`src/sbss_pkg.sv`:
```
// Shared types, constants and helper functions of the sparse block span statistics block.
`default_nettype none

package sbss_pkg;

  // Fixed field widths.
  localparam int ROW_W = 31;
  localparam int SLOT_W = 6;
  localparam int SLOTS = 1 << SLOT_W;
  localparam int CNT_W = 32;
  localparam int SPAN_W = 32;
  localparam int STRIDE_W = 7;

  // Configuration port.
  localparam int CFG_ADDR_W = 1;
  localparam int CFG_DATA_W = STRIDE_W;
  localparam logic [CFG_ADDR_W-1:0] CFG_STRIDE = 1'd0;
  localparam logic [CFG_ADDR_W-1:0] CFG_CHECK_OFF = 1'd1;

  localparam int SBSS_MAX_STRIDE = 64;

  localparam logic signed [SPAN_W-1:0] SPAN_TOP = 32'sh7fff_ffff;
  localparam int N_LIMITS = 4;
  localparam logic signed [SPAN_W-1:0] SPAN_LIMITS [N_LIMITS] = '{
    32'sd4, 32'sd8, 32'sd16, 32'sd32
  };

  // What one entry did to the block tracking.
  typedef struct packed {
    logic                     closed;
    logic                     partial;
    logic                     repeat_hit;
    logic signed [SPAN_W-1:0] span;
  } blk_event_t;

  function automatic logic [CNT_W-1:0] sat_inc(input logic [CNT_W-1:0] v);
    sat_inc = (v == {CNT_W{1'b1}}) ? v : v + 1'b1;
  endfunction

endpackage

`default_nettype wire

```
`src/sbss_ifs.sv`:
```
// Stream and configuration interfaces of the sparse block span statistics block.
`default_nettype none

interface sbss_in_if import sbss_pkg::*; ();
  logic              valid;
  logic              ready;
  logic [ROW_W-1:0]  row_index;
  logic [SLOT_W-1:0] slot;
  logic              stripe_end;

  modport source (output valid, row_index, slot, stripe_end, input ready);
  modport sink (input valid, row_index, slot, stripe_end, output ready);
endinterface

interface sbss_out_if import sbss_pkg::*; ();
  logic                     valid;
  logic                     ready;
  logic                     block_closed;
  logic [CNT_W-1:0]         full_blocks;
  logic signed [SPAN_W-1:0] min_span;
  logic signed [SPAN_W-1:0] max_span;
  logic [CNT_W-1:0]         span_le_4;
  logic [CNT_W-1:0]         span_le_8;
  logic [CNT_W-1:0]         span_le_16;
  logic [CNT_W-1:0]         span_le_32;
  logic [CNT_W-1:0]         partial_blocks;
  logic [CNT_W-1:0]         collision_blocks;

  modport source (output valid, block_closed, full_blocks, min_span, max_span,
                  span_le_4, span_le_8, span_le_16, span_le_32, partial_blocks,
                  collision_blocks, input ready);
  modport sink (input valid, block_closed, full_blocks, min_span, max_span,
                span_le_4, span_le_8, span_le_16, span_le_32, partial_blocks,
                collision_blocks, output ready);
endinterface

interface sbss_cfg_if import sbss_pkg::*; ();
  logic                  valid;
  logic                  ready;
  logic [CFG_ADDR_W-1:0] addr;
  logic [CFG_DATA_W-1:0] data;

  modport source (output valid, addr, data, input ready);
  modport sink (input valid, addr, data, output ready);
endinterface

`default_nettype wire

```
`src/sbss_tracker.sv`:
```
// Block fill tracking: fill count, first row, slot occupancy and span of a closing block.
`default_nettype none

module sbss_tracker import sbss_pkg::*; #(
  parameter int MAX_STRIDE = SBSS_MAX_STRIDE
) (
  input  wire logic                                   clk,
  input  wire logic                                   rst_n,
  input  wire logic                                   fire,
  input  wire logic [ROW_W-1:0]                       row_index,
  input  wire logic [SLOT_W-1:0]                      slot,
  input  wire logic                                   stripe_end,
  input  wire logic [((($clog2(MAX_STRIDE+1)) > STRIDE_W) ?
                      $clog2(MAX_STRIDE+1) : STRIDE_W)-1:0] stride_eff,
  input  wire logic                                   check_off,
  output blk_event_t                                  ev
);

  localparam int FW = $clog2(MAX_STRIDE + 1);
  localparam int CW = (FW > STRIDE_W) ? FW : STRIDE_W;

  logic [FW-1:0]    fill_r, fill_nxt, fill_inc;
  logic [ROW_W-1:0] first_r, first_nxt;
  logic [SLOTS-1:0] seen_r, seen_nxt, seen_base, slot_bit;
  logic             rep_r, rep_nxt, rep_base;
  logic             start;
  logic signed [SPAN_W:0] wide;

  always_comb begin
    start     = (fill_r == '0);
    seen_base = start ? '0 : seen_r;
    rep_base  = start ? 1'b0 : rep_r;
    first_nxt = start ? row_index : first_r;
    slot_bit  = {{(SLOTS-1){1'b0}}, 1'b1} << slot;
    if (!check_off) begin
      rep_nxt  = rep_base | (|(seen_base & slot_bit));
      seen_nxt = seen_base | slot_bit;
    end else begin
      rep_nxt  = rep_base;
      seen_nxt = seen_base;
    end
    fill_inc = fill_r + 1'b1;
    ev.closed     = (CW'(fill_inc) >= stride_eff);
    ev.partial    = !ev.closed && stripe_end;
    ev.repeat_hit = rep_nxt;
    // Span in one extra bit so that the largest positive case can saturate.
    wide = $signed({2'b00, row_index}) - $signed({2'b00, first_nxt}) + 33'sd1;
    ev.span = (wide > $signed({1'b0, SPAN_TOP})) ? SPAN_TOP : wide[SPAN_W-1:0];
    fill_nxt = (ev.closed || ev.partial) ? '0 : fill_inc;
  end

  always_ff @(posedge clk) begin
    if (!rst_n) begin
      fill_r <= '0;
      rep_r  <= 1'b0;
      seen_r <= '0;
    end else if (fire) begin
      fill_r <= fill_nxt;
      rep_r  <= rep_nxt;
      seen_r <= seen_nxt;
    end
  end

  always_ff @(posedge clk) begin
    if (fire) begin
      first_r <= first_nxt;
    end
  end

endmodule

`default_nettype wire

```
`src/sbss_stats.sv`:
```
// Running span statistics; the counters double as the result register.
`default_nettype none

module sbss_stats import sbss_pkg::*; (
  input  wire logic                      clk,
  input  wire logic                      rst_n,
  input  wire logic                      fire,
  input  wire blk_event_t                ev,
  output logic                           block_closed,
  output logic [CNT_W-1:0]               full_blocks,
  output logic signed [SPAN_W-1:0]       min_span,
  output logic signed [SPAN_W-1:0]       max_span,
  output logic [CNT_W-1:0]               span_le [N_LIMITS],
  output logic [CNT_W-1:0]               partial_blocks,
  output logic [CNT_W-1:0]               collision_blocks
);

  logic                     closed_r;
  logic [CNT_W-1:0]         total_r, partial_r, coll_r;
  logic signed [SPAN_W-1:0] min_r, max_r;
  logic [CNT_W-1:0]         thr_r [N_LIMITS];

  always_ff @(posedge clk) begin
    if (!rst_n) begin
      closed_r  <= 1'b0;
      total_r   <= '0;
      partial_r <= '0;
      coll_r    <= '0;
      min_r     <= SPAN_TOP;
      max_r     <= '0;
      for (int k = 0; k < N_LIMITS; k++) begin
        thr_r[k] <= '0;
      end
    end else if (fire) begin
      closed_r <= ev.closed;
      if (ev.closed) begin
        total_r <= sat_inc(total_r);
        if (ev.span < min_r) begin
          min_r <= ev.span;
        end
        if (ev.span > max_r) begin
          max_r <= ev.span;
        end
        for (int k = 0; k < N_LIMITS; k++) begin
          if (ev.span <= SPAN_LIMITS[k]) begin
            thr_r[k] <= sat_inc(thr_r[k]);
          end
        end
        if (ev.repeat_hit) begin
          coll_r <= sat_inc(coll_r);
        end
      end
      if (ev.partial) begin
        partial_r <= sat_inc(partial_r);
      end
    end
  end

  assign block_closed     = closed_r;
  assign full_blocks      = total_r;
  assign min_span         = min_r;
  assign max_span         = max_r;
  assign span_le          = thr_r;
  assign partial_blocks   = partial_r;
  assign collision_blocks = coll_r;

endmodule

`default_nettype wire

```
`src/sparse_block_span_statistics.sv`:
```
// Top level of the sparse block span statistics block.
//
// The block takes the nonzero entries of a striped sparse matrix on in_chan, one
// request per entry carrying the row index, the column slot and a stripe end mark.
// Entries are grouped into blocks of the configured stride; each filled block
// updates the span statistics, and a stripe that ends in a short block counts as
// partial. Every entry produces exactly one result request on out_chan holding
// the running statistics after that entry.
// Registers are written on cfg_chan (address 0 stride, address 1 collision check
// off), which is always ready; writes are expected only while the block is idle.
// An accepted entry lands in an input register; when the result register frees up,
// the block tracking and statistics update and the result register loads, holding
// the result for out_chan. One entry is taken every cycle while the receiver does
// not stall: the only loop is the update of the tracking and counter registers.
// When the receiver stalls, the result register holds, the input register keeps
// its entry and in_chan.ready drops once both are occupied.
// Synchronous reset clears all statistics (minimum span to 2147483647), empties
// both pipeline registers and sets the stride to 1 with checking on.
`default_nettype none

module sparse_block_span_statistics import sbss_pkg::*; #(
  parameter int MAX_STRIDE = SBSS_MAX_STRIDE
) (
  input  wire logic clk,
  input  wire logic rst_n,
  sbss_in_if.sink   in_chan,
  sbss_out_if.source out_chan,
  sbss_cfg_if.sink  cfg_chan
);

  localparam int FW = $clog2(MAX_STRIDE + 1);
  localparam int CW = (FW > STRIDE_W) ? FW : STRIDE_W;

  // Configuration registers.
  logic [STRIDE_W-1:0] stride_r;
  logic                check_off_r;
  logic [CW-1:0]       stride_ext, stride_eff;

  // Input register.
  logic              s1_valid_r;
  logic [ROW_W-1:0]  s1_row_r;
  logic [SLOT_W-1:0] s1_slot_r;
  logic              s1_end_r;

  logic       out_valid_r;
  logic       advance, fire;
  blk_event_t ev;
  logic [CNT_W-1:0] span_le [N_LIMITS];

  assign cfg_chan.ready = 1'b1;

  always_ff @(posedge clk) begin
    if (!rst_n) begin
      stride_r    <= STRIDE_W'(1);
      check_off_r <= 1'b0;
    end else if (cfg_chan.valid) begin
      case (cfg_chan.addr)
        CFG_STRIDE:    stride_r <= cfg_chan.data;
        CFG_CHECK_OFF: check_off_r <= cfg_chan.data[0];
        default: ;
      endcase
    end
  end

  // A stride of zero acts as one; anything above the maximum is clamped.
  always_comb begin
    stride_ext = CW'(stride_r);
    if (stride_ext == '0) begin
      stride_eff = CW'(1);
    end else if (stride_ext > CW'(MAX_STRIDE)) begin
      stride_eff = CW'(MAX_STRIDE);
    end else begin
      stride_eff = stride_ext;
    end
  end

  // The result register frees up when empty or taken; the input register moves
  // into it whenever it frees up.
  assign advance       = !out_valid_r || out_chan.ready;
  assign fire          = advance && s1_valid_r;
  assign in_chan.ready = !s1_valid_r || advance;

  always_ff @(posedge clk) begin
    if (!rst_n) begin
      s1_valid_r  <= 1'b0;
      out_valid_r <= 1'b0;
    end else begin
      if (in_chan.ready) begin
        s1_valid_r <= in_chan.valid;
      end
      if (advance) begin
        out_valid_r <= s1_valid_r;
      end
    end
  end

  always_ff @(posedge clk) begin
    if (in_chan.ready && in_chan.valid) begin
      s1_row_r  <= in_chan.row_index;
      s1_slot_r <= in_chan.slot;
      s1_end_r  <= in_chan.stripe_end;
    end
  end

  sbss_tracker #(
    .MAX_STRIDE(MAX_STRIDE)
  ) u_tracker (
    .clk        (clk),
    .rst_n      (rst_n),
    .fire       (fire),
    .row_index  (s1_row_r),
    .slot       (s1_slot_r),
    .stripe_end (s1_end_r),
    .stride_eff (stride_eff),
    .check_off  (check_off_r),
    .ev         (ev)
  );

  sbss_stats u_stats (
    .clk              (clk),
    .rst_n            (rst_n),
    .fire             (fire),
    .ev               (ev),
    .block_closed     (out_chan.block_closed),
    .full_blocks      (out_chan.full_blocks),
    .min_span         (out_chan.min_span),
    .max_span         (out_chan.max_span),
    .span_le          (span_le),
    .partial_blocks   (out_chan.partial_blocks),
    .collision_blocks (out_chan.collision_blocks)
  );

  assign out_chan.valid      = out_valid_r;
  assign out_chan.span_le_4  = span_le[0];
  assign out_chan.span_le_8  = span_le[1];
  assign out_chan.span_le_16 = span_le[2];
  assign out_chan.span_le_32 = span_le[3];

endmodule

`default_nettype wire
```
`src/flat_wrapper.sv`:
```
// flat-port wrapper written by rule: the top's interface ports become plain ports
module sparse_block_span_statistics_flat import sbss_pkg::*;
#(
  parameter int MAX_STRIDE = SBSS_MAX_STRIDE
)
  (clk, rst_n, in_chan_valid, in_chan_row_index, in_chan_slot, in_chan_stripe_end, in_chan_ready, out_chan_valid, out_chan_block_closed, out_chan_full_blocks, out_chan_min_span, out_chan_max_span, out_chan_span_le_4, out_chan_span_le_8, out_chan_span_le_16, out_chan_span_le_32, out_chan_partial_blocks, out_chan_collision_blocks, out_chan_ready, cfg_chan_valid, cfg_chan_addr, cfg_chan_data, cfg_chan_ready);
  sbss_in_if in_chan_i ();
  sbss_out_if out_chan_i ();
  sbss_cfg_if cfg_chan_i ();
  input  wire logic clk;
  input  wire logic rst_n;
  input wire logic [$bits(in_chan_i.valid)-1:0] in_chan_valid;
  input wire logic [$bits(in_chan_i.row_index)-1:0] in_chan_row_index;
  input wire logic [$bits(in_chan_i.slot)-1:0] in_chan_slot;
  input wire logic [$bits(in_chan_i.stripe_end)-1:0] in_chan_stripe_end;
  output wire logic [$bits(in_chan_i.ready)-1:0] in_chan_ready;
  output wire logic [$bits(out_chan_i.valid)-1:0] out_chan_valid;
  output wire logic [$bits(out_chan_i.block_closed)-1:0] out_chan_block_closed;
  output wire logic [$bits(out_chan_i.full_blocks)-1:0] out_chan_full_blocks;
  output wire logic [$bits(out_chan_i.min_span)-1:0] out_chan_min_span;
  output wire logic [$bits(out_chan_i.max_span)-1:0] out_chan_max_span;
  output wire logic [$bits(out_chan_i.span_le_4)-1:0] out_chan_span_le_4;
  output wire logic [$bits(out_chan_i.span_le_8)-1:0] out_chan_span_le_8;
  output wire logic [$bits(out_chan_i.span_le_16)-1:0] out_chan_span_le_16;
  output wire logic [$bits(out_chan_i.span_le_32)-1:0] out_chan_span_le_32;
  output wire logic [$bits(out_chan_i.partial_blocks)-1:0] out_chan_partial_blocks;
  output wire logic [$bits(out_chan_i.collision_blocks)-1:0] out_chan_collision_blocks;
  input wire logic [$bits(out_chan_i.ready)-1:0] out_chan_ready;
  input wire logic [$bits(cfg_chan_i.valid)-1:0] cfg_chan_valid;
  input wire logic [$bits(cfg_chan_i.addr)-1:0] cfg_chan_addr;
  input wire logic [$bits(cfg_chan_i.data)-1:0] cfg_chan_data;
  output wire logic [$bits(cfg_chan_i.ready)-1:0] cfg_chan_ready;
  assign in_chan_i.valid = in_chan_valid;
  assign in_chan_i.row_index = in_chan_row_index;
  assign in_chan_i.slot = in_chan_slot;
  assign in_chan_i.stripe_end = in_chan_stripe_end;
  assign in_chan_ready = in_chan_i.ready;
  assign out_chan_valid = out_chan_i.valid;
  assign out_chan_block_closed = out_chan_i.block_closed;
  assign out_chan_full_blocks = out_chan_i.full_blocks;
  assign out_chan_min_span = out_chan_i.min_span;
  assign out_chan_max_span = out_chan_i.max_span;
  assign out_chan_span_le_4 = out_chan_i.span_le_4;
  assign out_chan_span_le_8 = out_chan_i.span_le_8;
  assign out_chan_span_le_16 = out_chan_i.span_le_16;
  assign out_chan_span_le_32 = out_chan_i.span_le_32;
  assign out_chan_partial_blocks = out_chan_i.partial_blocks;
  assign out_chan_collision_blocks = out_chan_i.collision_blocks;
  assign out_chan_i.ready = out_chan_ready;
  assign cfg_chan_i.valid = cfg_chan_valid;
  assign cfg_chan_i.addr = cfg_chan_addr;
  assign cfg_chan_i.data = cfg_chan_data;
  assign cfg_chan_ready = cfg_chan_i.ready;
  sparse_block_span_statistics #(.MAX_STRIDE(MAX_STRIDE)) u_core (.clk(clk), .rst_n(rst_n), .in_chan(in_chan_i), .out_chan(out_chan_i), .cfg_chan(cfg_chan_i));
endmodule
```
`config.mk`:
```
export PLATFORM = sky130hd
export DESIGN_NAME = sparse_block_span_statistics_flat
export DESIGN_NICKNAME = d
export VERILOG_FILES = /design/src/sbss_pkg.sv /design/src/sbss_ifs.sv /design/src/sbss_tracker.sv /design/src/sbss_stats.sv /design/src/sparse_block_span_statistics.sv /design/src/flat_wrapper.sv
export SDC_FILE = /design/constraint.sdc
export NUM_CORES = 1
export LEC_CHECK = 0
export BUFFER_PORTS_ARGS = -buffer_cell sky130_fd_sc_hd__buf_4
export CAP_MARGIN = 20
export CORE_ASPECT_RATIO = 1.2
export CORE_MARGIN = 10
export CORE_UTILIZATION = 29
export DETAILED_ROUTE_END_ITERATION = 8
export HOLD_SLACK_MARGIN = 0.03
export PLACE_DENSITY = 0.47
export SETUP_SLACK_MARGIN = 0.05
export SKIP_LAST_GASP = 1
export SLEW_MARGIN = 10
export SYNTH_ARGS = -nofsm -noshare
export SYNTH_HDL_FRONTEND = slang
export SYNTH_HIERARCHICAL = 1
export SYNTH_SLANG_ARGS = --single-unit
```
`constraint.sdc`:
```
create_clock -name clk -period 8.5 [get_ports clk]
set_input_delay 1.7 -clock clk [delete_from_list [all_inputs] [get_ports clk]]
set_output_delay 1.7 -clock clk [all_outputs]
set_load 0.005 [all_outputs]
```
## Word level (Yosys, flattened, before mapping)

Cells that the tools add are included.

- Bits of input ports: 51
- Bits in latches: 0
- RAM bits: 0
- Memory bits (read-only): 0
- Flip-flop bits (word level): 440
- Memories: 0

- $add $sub $neg: 10
- Multiplexer cells: 9
- $mul: 0
- Div/mod/pow operators: 0
- Shift-type cells: 1
- Eq/ne operators: 7
- Reduce and logical (&&, ||, !) cells: 23
- $lt $le $gt $ge: 9
- Bitwise gates (word level): 11

Operators by type and width:

| kind | number |
|---|---|
| 32-bit by 1-bit adder with 32-bit output, second input constant | 7 |
| 32-bit equality test, second input constant | 7 |
| 64-bit 2-to-1 mux | 2 |
| 64-bit AND | 1 |
| 64-bit bitwise OR | 1 |
| 64-bit OR reduction | 1 |
| 1-bit by 6-bit left shift with 64-bit output, first input constant | 1 |
| 32-bit by 2-bit adder with 33-bit output, second input constant | 1 |
| 33-bit by 32-bit > comparator with 1-bit output, second input constant | 1 |
| 32-bit > comparator | 1 |
| 32-bit by 4-bit less-or-equal comparator with 1-bit output, second input constant | 1 |
| 32-bit by 5-bit less-or-equal comparator with 1-bit output, second input constant | 1 |
| 32-bit by 6-bit less-or-equal comparator with 1-bit output, second input constant | 1 |
| 32-bit by 7-bit less-or-equal comparator with 1-bit output, second input constant | 1 |
| 32-bit less-than comparator | 1 |
| 32-bit 2-to-1 mux | 1 |
| 31-bit by 31-bit subtractor with 32-bit output | 1 |
| 31-bit 2-to-1 mux | 1 |
| 7-bit 2-to-1 mux | 3 |
| 4-bit AND reduction | 5 |
| 7-bit logical NOT | 2 |
| 3-bit AND reduction | 4 |
| 1-bit NOT | 8 |
| 7-bit by 1-bit adder with 7-bit output, second input constant | 1 |
| other kinds (8) | 16 |

## Logic depth before layout (Yosys ltp)

Gate-level depths: netlist of run 1.

- Depth in word-level cells: 8
- Depth in mapped cells: 37

## Cells and area by module

Netlist of run 1, hierarchy kept.

Modules (own cells, without submodules):

| module | cells an instance | seq. area each (um^2) | times used | area an instance (um^2) |
|---|---|---|---|---|
| sbss_stats | 1,890 | 5,785.5 | 1 | 16,170.5 |
| sbss_tracker | 1,186 | 2,372.3 | 1 | 9,150.0 |
| sparse_block_span_statistics | 87 | 1,341.3 | 1 | 1,602.8 |

## Least setup slack after synthesis of run 1

OpenSTA, ideal clock, no wires.

- Kind: reg2reg
- From: register u_core.u_tracker.fill_r[2]
- To: register u_core.u_stats.max_r[10] (netlist: u_core/u_stats/max_span[10])
- Cell stages (with the launch flop): 33
- Path buffers: 9
- Slack: 542 ps
- Period minus slack after synthesis: 7,958 ps
- Arrival time: 7,841 ps
- Required time: 8,382 ps
- Cells stage by stage: dfxtp_1 -> buf_6 -> or4_4 -> nor2_4 -> buf_2 -> buf_1 -> buf_1 -> clkbuf_1 -> mux2i_1 -> fa_1 -> clkbuf_1 -> and3b_1 -> nand2_1 -> a21oi_1 -> o221ai_2 -> and2_1 -> buf_2 -> o311ai_1 -> mux2i_1 -> nor2_1 -> nor4_4 -> nand4_4 -> buf_6 -> nand2_1 -> ha_1 -> a21oi_1 -> o21ai_0 -> a211o_1 -> a211oi_1 -> o21ai_1 -> o21ba_2 -> clkbuf_1 -> o2111a_1

RTL lines:

| element | RTL line | source |
|---|---|---|
| start: declaration | sbss_tracker.sv:22 | `logic [FW-1:0] fill_r, fill_nxt, fill_inc;` |
| start signal: assignment | sbss_tracker.sv:58 | `fill_r <= fill_nxt;` |
| end signal: assignment | sbss_stats.sv:42 | `max_r <= ev.span;` |
| end: declaration | sbss_stats.sv:20 | `logic signed [SPAN_W-1:0] min_r, max_r;` |

==> results.cfg, run 1 <==
[place]
gp_routability_congestion = 0.854
preCtsSetupSlack_ps = 115
detailed_place_hpwl_mm = 67.5
cell_area_after_placement_um2 = 30900
io_buffer_count = 341

[timing]
max_clk_rate_mhz = 127
final_max_slew_viol_count = 0
final.setup.tns_ps = 0
clock_skew_ps = 35.9
layout_worst_path_cycle_share = 0.925
slew_headroom = 0.325
setup_viol = 0
tightest_slew_ps = 1010
rsz_0062_raised_after_global_routing = false
hold_viol = 0
final.min_clock_period_ps = 7860
final.setup.worst_slack_ps = 638

[logic_synthesis]
yosys_warnings = 6
leading_post_synthesis_cells_by_instance_count = dfxtp_1 (371), nand2_1 (303), and2_1 (204), o21ai_0 (151), inv_1 (149)
synthDistinctLibCells = 116
ys_seq_elements = 440
syn-cell-area_um2 = 26900
synth.net_count = 3312
number_of_synthesized_flops_with_an_enable_pin = 69
dominantRegCellSynth = dfxtp_1
synth.top_cells.by_area = dfxtp_1 (28%), edfxtp_1 (7.7%), and2_1 (4.7%)
post-synth-top-area-fraction = 0.276
netlist_instances = 3163
post-synth-top-area-cell = dfxtp_1
yosysSeqAreaShare = 0.353
async_flop_share = 0
synth.avg_cell_area_um2 = 8.51
post-synth-top-count-cell = dfxtp_1

[cts]
post_cts.repair.setup_buffers = 0
cts.reportedPaths.clkPinSlew_ps = 60
cts_root_buf = clkbuf_16
worstSkewPairLatency_ps = 630
num_clock_sinks = 440
cts_made_buffers = 52
cts_htree_levels = 2
cts_hold_buf = 0
tritoncts_clock_tree = built
clockBufferDepth = 3

[worst_setup_path]
regToRegStartpoint = u_core/u_tracker/fill_r[2]
worstSetupStartpointType = flop
cp_common_cell = buf_4
critical_path.max_fanout = 13
slowest_delay_ps = 690
setup.reg_to_reg.worst_slack_ps = 640
worstRegToRegCells = 25
critical_path_arrival_ps = 8410
worst_ep_required_time_ps = 9050
setup.worst_path.class = reg2reg
rr_endpoint = u_core/u_stats/span_le[11]
slowest_stage = or4_4
critical_path.endpoint_type = flop

[power_and_ir_drop]
total_switching_power_mw = 1.90
total_leakage_power_nw = 13.2
power_dens_cells_nw_per_um2 = 180
combPwrFrac = 0.229
total_power_mw = 5.88
switching_share = 0.323
pwr-share-clk = 0.390
ir_worst_vdd_mv = 0.151
p_seq_frac = 0.381
int_pwr_mw = 3.98

[drt]
detail_route.wl_per_cell_um = 19.6
post-route-drc-count = 0
antenna_violating_nets_left = 0
vias = 23955
drt-vias-per-instance = 5.06
first_pass_iters = 5
final_wl_mm = 93.0
first_iteration_detailed_routing_drc_count = 1533

[die]
core_area_um2 = 92200
dieArea_um2 = 105000
horiz_die_dim_um = 298
die-height_um = 354
start_util = 0.292
fp_rows = 122
pin_count = 343

[grt]
vias_in_the_first_global_route = 23595
grt_overflow = 0
grt_antenna_before_repair = 3
global_route.usage.total = 0.168
grt_start_max_net_pins = 223
grt_pass1_wl_mm = 143

[finish]
post_route_design_area_um2 = 32600
fin_util = 0.354
layout-area-overhead-vs-synth_pct = 21.3
final_layout_size_suffix_gt1_frac = 0.162
fillers = 9768
antenna_cells = 0
finish.net_count = 3602

[worst_hold_path]
hold_startpoint = u_core/stride_ext[0]
hold-path-endpoint = u_core/stride_ext[0]
worst_hold_path_type = reg2reg
hold_path_depth = 2

[job]
timing.max_cap.violations = 0

[outcome]
outcome = completed
-- critical path, delay by kind of cell (launching register included) --
family / cells / cell delay [ps]
AOI/OAI and AO/OA: 4 / 1430
xor gates and xnor gates: 1 / 180
adders and majority gates: 1 / 290
buffers and inverters: 3 / 690
DFF: 1 / 400
muxes: 2 / 560
and+or+nand+nor: 14 / 4230
-- stage by stage --
stage / hold WS, ps / std cells
2_1_floorplan: 441 / 3163
3_3_place_gp: 457 / 4636
3_5_place_dp: 470 / 4637
4_1_cts: 484 / 4733
5_1_grt: 517 / 4735
6_report: 479 / 4735
-- how the worst max path moves through the flow --
stage / slack, ps / depth (start not counted) / end / from
after floorplan: 540 / 32 / u_core/u_stats/max_span[10] / u_core/u_tracker/fill_r[2]
after global placement: 160 / 23 / u_core/u_stats/max_span[12] / u_core/u_tracker/fill_r[2]
after detailed placement: 120 / 24 / u_core/u_stats/max_span[23] / u_core/u_tracker/fill_r[2]
after CTS: 80 / 24 / u_core/u_stats/max_span[17] / u_core/u_tracker/fill_r[2]
after global routing: 40 / 26 / u_core/u_stats/max_span[26] / u_core/u_tracker/fill_r[2]
final: 640 / 25 / u_core/u_stats/span_le[11] / u_core/u_tracker/fill_r[2]
-- power by group through the flow --
stage	Combinational, mW	Sequential [mW]	Clock, mW
after floorplan	0.869	2.26	0
after global placement	1.33	2.29	0
after detailed placement	1.34	2.29	0
after CTS	1.34	2.24	2.38
after global routing	1.48	2.25	2.46
final	1.35	2.24	2.29
-- cell families (layout without fill, tap and decap cells) --
logic type,count (synthesis),count (layout),synth area share
XOR/XNOR,222,222,0.0728
AO/OA/AOI/OAI,558,558,0.146
buffers and inverters,314,645,0.0467
flip-flops,440,440,0.353
AND/OR/NAND/NOR,1420,1421,0.294
other,1,1,0.000139
multiplexers,99,99,0.0375
adder cells (fa/ha/maj),109,109,0.0499
-- layout by cell type (no fill, tap or decap), types with 53 or more instances in the layout --
cell type,synthesis,layout
nor2b_1,137,136
mux2i_1,93,93
inv_1,149,149
nor3_1,100,100
and2_1,204,203
clkbuf_16,0,53
nor4_1,56,54
ha_1,97,97
xor2_1,123,123
nand4_1,88,88
nor2_1,125,123
o21ai_0,151,151
nand2_1,303,299
a21oi_1,110,110
dfxtp_1,371,371
edfxtp_1,69,69
nand2b_1,64,64
nand3_1,140,140
buf_4,3,395
xnor2_1,97,97
-- per-layer routing --
layer | wire (um) | up-vias | GRT usage
li1 | - | 11889 | -
met1 | 40900 | 11370 | 0.209
met2 | 43500 | 546 | 0.280
met3 | 5320 | 144 | 0.0391
met4 | 3190 | 6 | 0.0589
met5 | 47 | - | 0
-- sequential cells by signal, summed over array words and instances, names as in the netlist, 31 cells and up --
| signal | flops |
|---|---|
| u_core/u_stats/span_le | 128 |
| u_core/u_tracker/seen_r | 64 |
| u_core/u_stats/collision_blocks | 32 |
| u_core/u_stats/full_blocks | 32 |
| u_core/u_stats/max_span | 32 |
| u_core/u_stats/min_span | 32 |
| u_core/u_stats/partial_blocks | 32 |
| u_core/s1_row_r | 31 |
| u_core/u_tracker/first_r | 31 |
-- area by class of cell --
cell class / count / area, um2 / area share
flip-flops and latches: 440 / 9500 / 0.291
clock inverters: 25 / 230 / 0.00705
well taps: 1240 / 1550 / 0.0475
repair buffers: 400 / 3060 / 0.0937
clock buffers: 71 / 1490 / 0.0458
inverters: 149 / 559 / 0.0171
multi-input cells: 2410 / 16300 / 0.498
-- what timing repair did --
item	CTS	global route
hold endpoints to repair	0	0
gates resized for setup	0	11
setup endpoints to repair	0	56
Note: power is estimated with default switching activity, not from simulation.
==> run 2: changes to the inputs <==
clock period = 6.48 ns   (was 8.5 ns; I/O delays follow)
==> run 2 against run 1 <==
The flow now finishes with violations (setup timing). Sequential share of layout area fell by 4.1 points. Setup slack worse by 800 ps. Highest routed layer unchanged. Fmax increased by 18%. Die area stayed put. Power is 48% higher. Sequential power increased by 31%. Largest cell class unchanged. Cell area is 16% higher. Sequential cell count did not move. Critical endpoint is now u_core/u_stats/min_span[21]. Final cell count up 6.9%. Hold slack better by 1.2 ps.
==> results.cfg, run 2 (synthesized netlist as in run 1, its figures left out) <==
[outcome]
outcome = finished, violations left
failing_checks = setup timing

[timing]
clock_skew_ps = 27.3
rsz_0062_raised_after_global_routing = true
final_max_slew_viol_count = 0
hold_viol = 0
slew_headroom = 0.0591
tightest_slew_ps = 1410
holdWs_ps = 481
layout_worst_path_cycle_share = 1.02
setup_viol = 68
final.min_clock_period_ps = 6640
max_clk_rate_mhz = 151
final.setup.worst_slack_ps = -159

[grt]
vias_in_the_first_global_route = 24558
grt_antenna_before_repair = 2
global_route.usage.total = 0.173
grt_start_max_net_pins = 159
grt_overflow = 0
grt_pass1_wl_mm = 148

[worst_setup_path]
worstRegToRegCells = 31
setup.worst_path.class = reg2reg
slowest_stage = or4b_4
regToRegStartpoint = u_core/u_tracker/fill_r[2]
critical_path.endpoint_type = flop
rr_endpoint = u_core/u_stats/min_span[21]
critical_path_arrival_ps = 7150
critical_path.max_fanout = 6
worst_ep_required_time_ps = 6990
cp_num_buf_inv = 11
cp_common_cell = buf_4
slowest_delay_ps = 540
worstSetupStartpointType = flop
critPathTopFamily = simple AND/OR/NAND/NOR gates
setup.reg_to_reg.worst_slack_ps = -160

[finish]
fillers = 9423
largest_register_ffs = 128
final_layout_size_suffix_gt1_frac = 0.292
most-common-layout-cells = buf_4 (631), dfxtp_1 (366), nand2_1 (272)
antenna_cells = 0
finish.net_count = 3927
storage_cell_area_um2 = 9510
most_common_cell_after_layout_fill_and_taps_aside = buf_4
multiInputGateArea_um2 = 18400
layout-area-overhead-vs-synth_pct = 41.3

[job]
timing.max_cap.violations = 0

[cts]
cts.reportedPaths.clkPinSlew_ps = 60
cts_made_buffers = 54
tritoncts_clock_tree = built
num_clock_sinks = 440
worstSkewPairLatency_ps = 630
cts_hold_buf = 0
cts_htree_levels = 2
cts_root_buf = clkbuf_16
clockBufferDepth = 3

[place]
preCtsSetupSlack_ps = -542
io_buffer_count = 341
gp_routability_congestion = 0.852
detailed_place_hpwl_mm = 71.3

[die]
die-height_um = 354
start_util = 0.292
dieArea_um2 = 105000
horiz_die_dim_um = 298
fp_rows = 122
core_area_um2 = 92200
pin_count = 343

[drt]
antenna_violating_nets_left = 0
drt-vias-per-instance = 5.00
first_pass_iters = 5
detail_route.wl_per_cell_um = 19.2
vias = 25345
post-route-drc-count = 0
final_wl_mm = 97.3
first_iteration_detailed_routing_drc_count = 1346

[worst_hold_path]
hold_startpoint = u_core/u_stats/min_span[31]
hold_path_depth = 2
hold-path-endpoint = u_core/u_stats/min_span[31]
worst_hold_path_type = reg2reg

[power_and_ir_drop]
power_dens_cells_nw_per_um2 = 229
total_leakage_power_nw = 15.9
ir_worst_vdd_mv = 0.196
run 2: cell count changes in the layout (fill, tap and decap cells not counted), sizes merged:
cell	before	now
clkbuf	71	80
or2	8	9
bufinv	3	6
buf	400	718
inv	150	151
clkinvlp	1	2
nand4	92	91
clkinv	20	16
or4	7	8
run 2: per-layer routing:
layer / part of all wire / vias up / global-route usage / wire length, um
li1: - / 12546 / - / -
met1: 0.44 / 12208 / 0.218 / 42900
met2: 0.49 / 490 / 0.300 / 48100
met3: 0.046 / 99 / 0.0306 / 4440
met4: 0.019 / 2 / 0.0406 / 1860
met5: 0.00013 / - / 0 / 13
run 2: worst min-delay path, stage by stage (launching register included):
cell and delay (ps):
dfxtp_1 320, nand2_1 50, mux2i_1 50
run 2: area by class of cell:
type	instances	area share
clock buffer	76	0.0411
multi-input combinational	2411	0.483
sequential	440	0.250
clock inverter	26	0.00872
inverter	149	0.0147
timing repair buffer	722	0.161
tap	1240	0.0408
run 2: stage by stage:
step	total power [mW]	cell area, um2	setup TNS [ps]	instances	util
floorplan	4.19	27700	-14240	3163	-
global placement	5.20	33400	-55610	4876	0.362
detailed placement	5.20	33400	-63340	4877	0.362
CTS	8.62	36100	-7560	5014	0.392
global route	9.14	38000	-47760	5064	0.413
finish	8.69	38000	-3560	5064	0.413
run 2: worst max-delay path by stage:
stage	startpoint	endpoint	slack (ps)	cells after the start
after floorplan	u_core/u_tracker/fill_r[6]	u_core/u_stats/span_le[44]	-260	27
after global placement	u_core/u_tracker/fill_r[6]	u_core/u_stats/span_le[81]	-510	26
after detailed placement	u_core/u_tracker/fill_r[6]	u_core/u_stats/min_span[23]	-540	25
after CTS	u_core/u_tracker/fill_r[2]	u_core/u_stats/span_le[48]	-170	29
after global routing	u_core/u_tracker/fill_r[2]	u_core/u_stats/span_le[92]	-440	31
final	u_core/u_tracker/fill_r[2]	u_core/u_stats/min_span[21]	-160	31
run 2: power by group:
part	switching [mW]	internal (mW)	total, mW
combinational	1.35	1.18	2.53
sequential	0.0937	2.85	2.94
clock	1.29	1.93	3.22
total	2.74	5.95	8.69
run 2: what timing repair did:
action	in CTS	in global routing
setup endpoints to repair	192	192
cloned	5	6
buffers inserted	30	46
resized for setup	86	265
pin swaps	51	142
